--- src/rtl/core/rc5pd_pkg.sv ---
// constants, types and helpers shared by the rc5 pulse decoder
`default_nettype none

package rc5pd_pkg;

    localparam int UNIT_W  = 22;
    localparam int TOL_W   = 24;
    localparam int CFG_W   = 24;
    localparam int CODE_W  = 20;
    localparam int CNT_W   = 5;
    localparam int BOUND_W = 26;
    localparam int OUT_TDATA_W = ((CODE_W + 7) / 8) * 8;

    localparam logic [UNIT_W-1:0] UNIT_RESET = 22'd889;
    localparam logic [TOL_W-1:0]  TOL_RESET  = 24'd300;

    localparam logic [CNT_W-1:0] EXT_GAP_BITS   = 5'd8;
    localparam logic [CNT_W-1:0] STD_FRAME_BITS = 5'd14;
    localparam logic [CNT_W-1:0] EXT_FRAME_BITS = 5'd20;

    typedef enum logic {
        REG_UNIT_LENGTH = 1'b0,
        REG_TOLERANCE   = 1'b1
    } cfg_reg_t;

    // acceptance window around a multiple of the unit length
    typedef struct packed {
        logic               lo_neg;
        logic [BOUND_W-1:0] lo;
        logic [BOUND_W-1:0] hi;
    } window_t;

    typedef struct packed {
        logic              synced;
        logic              last_bit;
        logic              half_seen;
        logic [CNT_W-1:0]  bits_taken;
        logic              ext_frame;
        logic [CODE_W-1:0] shift_code;
    } dec_state_t;

    function automatic window_t make_window(input logic [BOUND_W-1:0] target,
                                            input logic [TOL_W-1:0]   tol);
        logic [BOUND_W:0] diff;
        window_t          w;
        diff     = {1'b0, target} - {{(BOUND_W + 1 - TOL_W){1'b0}}, tol};
        w.lo_neg = diff[BOUND_W];
        w.lo     = diff[BOUND_W-1:0];
        w.hi     = target + {{(BOUND_W - TOL_W){1'b0}}, tol};
        return w;
    endfunction

endpackage

`default_nettype wire

--- src/rtl/core/rc5_pulse_decoder.sv ---
// rc5 and extended rc5 infrared decoder working on mark and space durations
`default_nettype none

// Takes one mark or space per transfer (tuser = is_mark, tdata = duration) and
// delivers a decoded frame (tdata = code word, tuser = extended flag) when the
// 14th or, for the extended variant, 20th bit is in. One item is taken every
// cycle while the output is not held; an item waits in the input register and
// its result is then registered in the result register that drives the output.
// While a result waits, one more item fits in the input register before
// s_tready drops. The timing windows for one, two and five units and the
// six-unit limit are kept in registers that are refreshed together with
// unit_length and tolerance, so each item only needs a handful of compares
// against its duration.
module rc5_pulse_decoder #(
    parameter int DURATION_BITS = 24
) (
    input  wire logic                                      aclk,
    input  wire logic                                      aresetn,

    input  wire logic                                      cfg_we,
    input  wire logic                                      cfg_index,
    input  wire logic [rc5pd_pkg::CFG_W-1:0]               cfg_wdata,

    input  wire logic                                      s_tvalid,
    output logic                                           s_tready,
    // duration
    input  wire logic [((DURATION_BITS+7)/8)*8-1:0]        s_tdata,
    // is_mark
    input  wire logic                                      s_tuser,

    output logic                                           m_tvalid,
    input  wire logic                                      m_tready,
    // code_word
    output logic [rc5pd_pkg::OUT_TDATA_W-1:0]              m_tdata,
    // extended
    output logic                                           m_tuser
);

    localparam int CW = (DURATION_BITS > rc5pd_pkg::BOUND_W) ? DURATION_BITS
                                                              : rc5pd_pkg::BOUND_W;
    localparam int BW = rc5pd_pkg::BOUND_W;

    // configuration and derived windows
    logic [rc5pd_pkg::UNIT_W-1:0] unit_reg, unit_next;
    logic [rc5pd_pkg::TOL_W-1:0]  tol_reg, tol_next;
    rc5pd_pkg::window_t           win1_reg, win2_reg, win5_reg;
    rc5pd_pkg::window_t           win1_next, win2_next, win5_next;
    logic [BW-1:0]                six_reg, six_next;
    logic [BW-1:0]                u1, u2, u4;

    always_comb begin
        unit_next = unit_reg;
        tol_next  = tol_reg;
        if (cfg_we) begin
            case (rc5pd_pkg::cfg_reg_t'(cfg_index))
                rc5pd_pkg::REG_UNIT_LENGTH: unit_next = cfg_wdata[rc5pd_pkg::UNIT_W-1:0];
                rc5pd_pkg::REG_TOLERANCE:   tol_next  = cfg_wdata[rc5pd_pkg::TOL_W-1:0];
                default: ;
            endcase
        end
        u1        = {{(BW - rc5pd_pkg::UNIT_W){1'b0}}, unit_next};
        u2        = u1 << 1;
        u4        = u1 << 2;
        win1_next = rc5pd_pkg::make_window(u1, tol_next);
        win2_next = rc5pd_pkg::make_window(u2, tol_next);
        win5_next = rc5pd_pkg::make_window(u4 + u1, tol_next);
        six_next  = u4 + u2;
    end

    always_ff @(posedge aclk) begin
        if (!aresetn) begin
            unit_reg <= rc5pd_pkg::UNIT_RESET;
            tol_reg  <= rc5pd_pkg::TOL_RESET;
            win1_reg <= rc5pd_pkg::make_window(
                            {{(BW - rc5pd_pkg::UNIT_W){1'b0}}, rc5pd_pkg::UNIT_RESET},
                            rc5pd_pkg::TOL_RESET);
            win2_reg <= rc5pd_pkg::make_window(
                            {{(BW - rc5pd_pkg::UNIT_W - 1){1'b0}}, rc5pd_pkg::UNIT_RESET,
                             1'b0},
                            rc5pd_pkg::TOL_RESET);
            win5_reg <= rc5pd_pkg::make_window(
                            {{(BW - rc5pd_pkg::UNIT_W - 2){1'b0}}, rc5pd_pkg::UNIT_RESET,
                             2'b00}
                            + {{(BW - rc5pd_pkg::UNIT_W){1'b0}}, rc5pd_pkg::UNIT_RESET},
                            rc5pd_pkg::TOL_RESET);
            six_reg  <= {{(BW - rc5pd_pkg::UNIT_W - 2){1'b0}}, rc5pd_pkg::UNIT_RESET, 2'b00}
                        + {{(BW - rc5pd_pkg::UNIT_W - 1){1'b0}}, rc5pd_pkg::UNIT_RESET,
                           1'b0};
        end else begin
            unit_reg <= unit_next;
            tol_reg  <= tol_next;
            win1_reg <= win1_next;
            win2_reg <= win2_next;
            win5_reg <= win5_next;
            six_reg  <= six_next;
        end
    end

    // input register
    logic                     in_valid_reg;
    logic                     mark_reg;
    logic [DURATION_BITS-1:0] dur_reg;
    logic                     step_en;
    logic                     out_free;

    assign out_free = !m_tvalid || m_tready;
    assign step_en  = in_valid_reg && out_free;
    assign s_tready = !in_valid_reg || step_en;

    always_ff @(posedge aclk) begin
        if (!aresetn) begin
            in_valid_reg <= 1'b0;
        end else if (s_tready) begin
            in_valid_reg <= s_tvalid;
        end
    end

    always_ff @(posedge aclk) begin
        if (s_tvalid && s_tready) begin
            mark_reg <= s_tuser;
            dur_reg  <= s_tdata[DURATION_BITS-1:0];
        end
    end

    // window matching
    logic [CW-1:0] dur_ext;
    logic          near1, near2, near5, overlong;

    assign dur_ext  = CW'(dur_reg);
    assign near1    = (win1_reg.lo_neg || dur_ext >= CW'(win1_reg.lo)) &&
                      (dur_ext <= CW'(win1_reg.hi));
    assign near2    = (win2_reg.lo_neg || dur_ext >= CW'(win2_reg.lo)) &&
                      (dur_ext <= CW'(win2_reg.hi));
    assign near5    = (win5_reg.lo_neg || dur_ext >= CW'(win5_reg.lo)) &&
                      (dur_ext <= CW'(win5_reg.hi));
    assign overlong = dur_ext > CW'(six_reg);

    // decoder state update
    rc5pd_pkg::dec_state_t        st_reg, st_next, cur, work;
    logic                         sync_now;
    logic                         emit;
    logic                         keep_last;
    logic [rc5pd_pkg::CODE_W-1:0] res_code;
    logic                         res_ext;

    always_comb begin
        cur      = st_reg;
        sync_now = !st_reg.synced && mark_reg && near1;
        if (sync_now) begin
            cur.synced     = 1'b1;
            cur.last_bit   = 1'b1;
            cur.shift_code = rc5pd_pkg::CODE_W'(1);
            cur.bits_taken = st_reg.bits_taken + 1'b1;
        end
        work = cur;
        emit = 1'b0;
        if (overlong) begin
            work          = '0;
            work.last_bit = st_reg.last_bit;
        end else if (cur.synced) begin
            if (near2) begin
                work.last_bit   = ~cur.last_bit;
                work.bits_taken = cur.bits_taken + 1'b1;
                work.shift_code = {cur.shift_code[rc5pd_pkg::CODE_W-2:0], ~cur.last_bit};
            end else if (near1 && !cur.half_seen) begin
                work.half_seen = 1'b1;
            end else if (near1) begin
                work.half_seen  = 1'b0;
                work.bits_taken = cur.bits_taken + 1'b1;
                work.shift_code = {cur.shift_code[rc5pd_pkg::CODE_W-2:0], cur.last_bit};
            end else if (!cur.half_seen && near5 &&
                         cur.bits_taken == rc5pd_pkg::EXT_GAP_BITS) begin
                work.ext_frame = 1'b1;
                work.half_seen = 1'b1;
            end else begin
                work          = '0;
                work.last_bit = cur.last_bit;
            end
            emit = (!work.ext_frame && work.bits_taken == rc5pd_pkg::STD_FRAME_BITS) ||
                   (work.ext_frame && work.bits_taken == rc5pd_pkg::EXT_FRAME_BITS);
        end
        res_code  = work.shift_code;
        res_ext   = work.ext_frame;
        keep_last = work.last_bit;
        if (emit) begin
            work          = '0;
            work.last_bit = keep_last;
        end
        st_next = step_en ? work : st_reg;
    end

    always_ff @(posedge aclk) begin
        if (!aresetn) begin
            st_reg <= '0;
        end else begin
            st_reg <= st_next;
        end
    end

    // result register
    logic                         m_valid_reg;
    logic [rc5pd_pkg::CODE_W-1:0] code_reg;
    logic                         ext_reg;

    always_ff @(posedge aclk) begin
        if (!aresetn) begin
            m_valid_reg <= 1'b0;
        end else if (step_en) begin
            m_valid_reg <= emit;
        end else if (m_tready) begin
            m_valid_reg <= 1'b0;
        end
    end

    always_ff @(posedge aclk) begin
        if (step_en && emit) begin
            code_reg <= res_code;
            ext_reg  <= res_ext;
        end
    end

    assign m_tvalid = m_valid_reg;
    assign m_tdata  = {{(rc5pd_pkg::OUT_TDATA_W - rc5pd_pkg::CODE_W){1'b0}}, code_reg};
    assign m_tuser  = ext_reg;

endmodule

`default_nettype wire

--- config.mk ---
export PLATFORM = sky130hd
export DESIGN_NAME = rc5_pulse_decoder
export DESIGN_NICKNAME = d
export VERILOG_FILES = /design/src/rtl/core/rc5pd_pkg.sv /design/src/rtl/core/rc5_pulse_decoder.sv
export SDC_FILE = /design/constraint.sdc
export NUM_CORES = 1
export LEC_CHECK = 0
export ABC_CLOCK_PERIOD_IN_PS = 9200
export BUFFER_PORTS_ARGS = -buffer_cell sky130_fd_sc_hd__buf_4
export CORE_MARGIN = 4
export CORE_UTILIZATION = 65
export CTS_BUF_LIST = sky130_fd_sc_hd__clkbuf_4
export CTS_CLUSTER_SIZE = 12
export DETAILED_ROUTE_END_ITERATION = 10
export GPL_TIMING_DRIVEN = 1
export HOLD_SLACK_MARGIN = 0.15
export PLACE_DENSITY = 0.83
export SYNTH_ARGS = -nofsm -noshare
export SYNTH_HDL_FRONTEND = slang
export SYNTH_SLANG_ARGS = --single-unit
--- constraint.sdc ---
create_clock -name aclk -period 9.2 [get_ports aclk]
set_input_delay 2.76 -clock aclk [delete_from_list [all_inputs] [get_ports aclk]]
set_output_delay 2.76 -clock aclk [all_outputs]
set_load 0.01 [all_outputs]
==> summary.md <==
| Metric | Value |
|---|---|
| Critical path class | input port to register |
| Synthesized flop and latch total | 291 |
| Core area | 31900 µm² |
| CTS tree | built |
| Hold Path Depth | 2 |
| Post-synth top flop | dfxtp_1 |
| Crit-path max FO | 19 |
| Clock Skews | 0.0431 ns |
| Leak | 0.0107 µW |
| DR vias | 19106 |
| Number of global-route vias before repair | 18501 |
| Synth-to-Final Area Change | 8.74% |
| Initial Utilization | 66.7% |
| Post-Syn Area | 21300 µm² |
| Dpl hpwl | 48000 µm |
| CP bufs+invs | 3 |
| Final design utilization | 72.5% |
| Tcrit/Tclk final | 89.2% |
| Number of port buffers | 77 |
| Final hold violation count | 0 |
| Async SR Flop Fraction | 0% |
| Worst Setup Start Kind | input port |
| Die Ht | 189 µm |
| Unrepaired setup endpoints after global routing | no |
| Post-synth cell types | 91 |
| Largest net degree at the start of global routing | 71 |
| Max stage delay cell, worst path | o41ai_1 |
| Filler Cell Count | 2610 |
| Max reg flops | 49 |
| Least-Margin Pin Slew | 1.05 ns |
| Synthesized instance count | 2533 |
| Total gr overflow | 0 |
| Final setup TNS | 0 ns |
| Maximum vdd drop | 120 µV |
| Die ar. | 35700 µm² |
| Critical Path RT | 9.82 ns |
| Most frequent cells in the layout | 338 x ha_1, 281 x inv_1, 268 x nor2_1 |
| Arrival @ worst endpoint | 8.83 ns |
| Avg WL per Cell | 19.9 µm |
| Global-route wire length before repair | 98500 µm |
| Clk slew on worst S/H paths | 0.06 ns |
| Worst slew margin | 29.9% |
| TritonCTS sink count | 291 |
| Max cap viols | 0 |
| Post-CTS sizing | 0 |
| # setup viols final | 0 |
| Initial DRC count | 1812 |
| Post-route ant nets | 0 |
| Synthesized area per cell | 8.39 µm² |
| DRT Wirelength | 62300 µm |
| Crit path max-delay family | compound AO/OA/AOI/OAI gates |
| Commonest non-fill, non-tap cell in the layout | ha_1 |
| Post-synthesis sequential area ratio | 29.6% |
| Worst setup EP type | register |
| TritonCTS Buffers | 80 |
| Outcome | finished clean |
| Root buffer cell | clkbuf_4 |
| Post-CTS setup buffers | 0 |
| Hold crit path type | register to register |
| Total GRT Usage | 34.3% |
| Worst path max stage delay | 0.52 ns |
| Pins Over Slew Limit | 0 |
| Fraction of layout cells with a size suffix above 1 | 10.2% |
| Nets | 3032 |
| WHS | 0.497 ns |
| Synth warnings | 0 |
| Routability cong. | 1.00 |
| Die width | 189 µm |
| Boundary Pins | 82 |
| DRC errors left | 0 |
| Clk buf depth | 3 |
| Power density over the cells | 198 nW/µm² |
| Vias per Instance | 6.10 |
| Reg2reg path depth | 24 |
| # rows | 65 |
| Tmin final | 8.21 ns |
| F_max | 122 MHz |
| Number of flops mapped to enable cells by yosys | 46 |
| Hold-fix buffer count after cts | 0 |
| Clk Latency, worst-skew pair | 0.78 ns |
| TritonRoute pass-1 iters | 5 |
| Initial antenna violation count | 2 |
| H-Tree Depth | 3 |
| Stages on worst setup path | 25 |
[layer usage]
| layer | up-vias | track usage (%) | wire (µm) |
|---|---|---|---|
| met5 | - | 0 | 0 |
| met4 | 0 | 12.6 | 2230 |
| met3 | 170 | 6.65 | 5320 |
| met2 | 863 | 54.2 | 27300 |
| met1 | 8946 | 46.9 | 27400 |
| li1 | 9127 | - | - |
[cell usage after synthesis, types with 26 or more instances]
master / instances / area share, %
inv_1: 282 / 5.0
ha_1: 338 / 20
a21o_1: 40 / 1.4
clkbuf_1: 55 / 0.97
edfxtp_1: 46 / 6.5
nand3_1: 56 / 1.3
nor2_1: 268 / 4.7
a21oi_1: 221 / 5.2
xor2_1: 26 / 1.1
mux2i_1: 35 / 1.6
nor2b_1: 27 / 0.79
nand2_1: 157 / 2.8
nand2b_1: 30 / 0.88
nor3_1: 70 / 1.6
o21ai_0: 106 / 2.5
dfxtp_1: 245 / 23
xnor2_1: 101 / 4.2
[tightest hold or removal path, delay by kind of cell (launching register included)]
family	cells	cell delay, ns
compound gates	1	0.06
flops	1	0.32
simple gates	1	0.06
[report_power, final]
group          leakage, µW  total (µW)  switching (µW)  internal, µW
sequential         0.00242        1550            83.8          1470
clock             0.000576        1130             574           554
combinational      0.00767        1890            1170           726
[path summary, 6_finish.rpt]
path / startpoint / endpoint / slack, ns
min reg2reg: cur[20]$_SDFFE_PN0P_ / cur[20]$_SDFFE_PN0P_ / 0.50
min: cur[20]$_SDFFE_PN0P_ / cur[20]$_SDFFE_PN0P_ / 0.50
max reg2reg: unit_reg[0]$_SDFF_PN1_ / win5_reg[24]$_SDFF_PN0_ / 3.10
max: cfg_index / win5_reg[24]$_SDFF_PN0_ / 0.99
[final cells by class]
| cell class | instances | area [µm²] | share of cell area [%] |
|---|---|---|---|
| antenna | 4 | 10.0 | 0.0433 |
| clock buffer | 109 | 818 | 3.54 |
| clock inverter | 34 | 149 | 0.644 |
| inverter | 282 | 1060 | 4.59 |
| multi-input combinational | 1888 | 13600 | 58.7 |
| sequential | 291 | 6290 | 27.2 |
| tap | 435 | 544 | 2.35 |
| timing repair buffer | 90 | 676 | 2.92 |
[cell families after synthesis]
logic type               share of synthesized area (%)
adder cells (fa/ha/maj)                           20.5
XOR/XNOR                                          5.23
buffers and inverters                             6.66
AO/OA/AOI/OAI                                     18.3
multiplexers                                      2.62
other                                           0.0176
AND/OR/NAND/NOR                                   17.1
flip-flops                                        29.6
[metrics by stage]
step / total power, µW / setup WS (ns) / instances / area (µm²)
detailed placement: 3400 / 0.437 / 2986 / 22100
finish: 4570 / 0.992 / 3133 / 23100
floorplan: 2900 / 0.626 / 2536 / 21300
global placement: 3340 / 0.560 / 2986 / 22100
CTS: 4540 / 1.23 / 3129 / 23100
global route: 4880 / 0.713 / 3133 / 23100
Power figures use the tool's default switching activity.
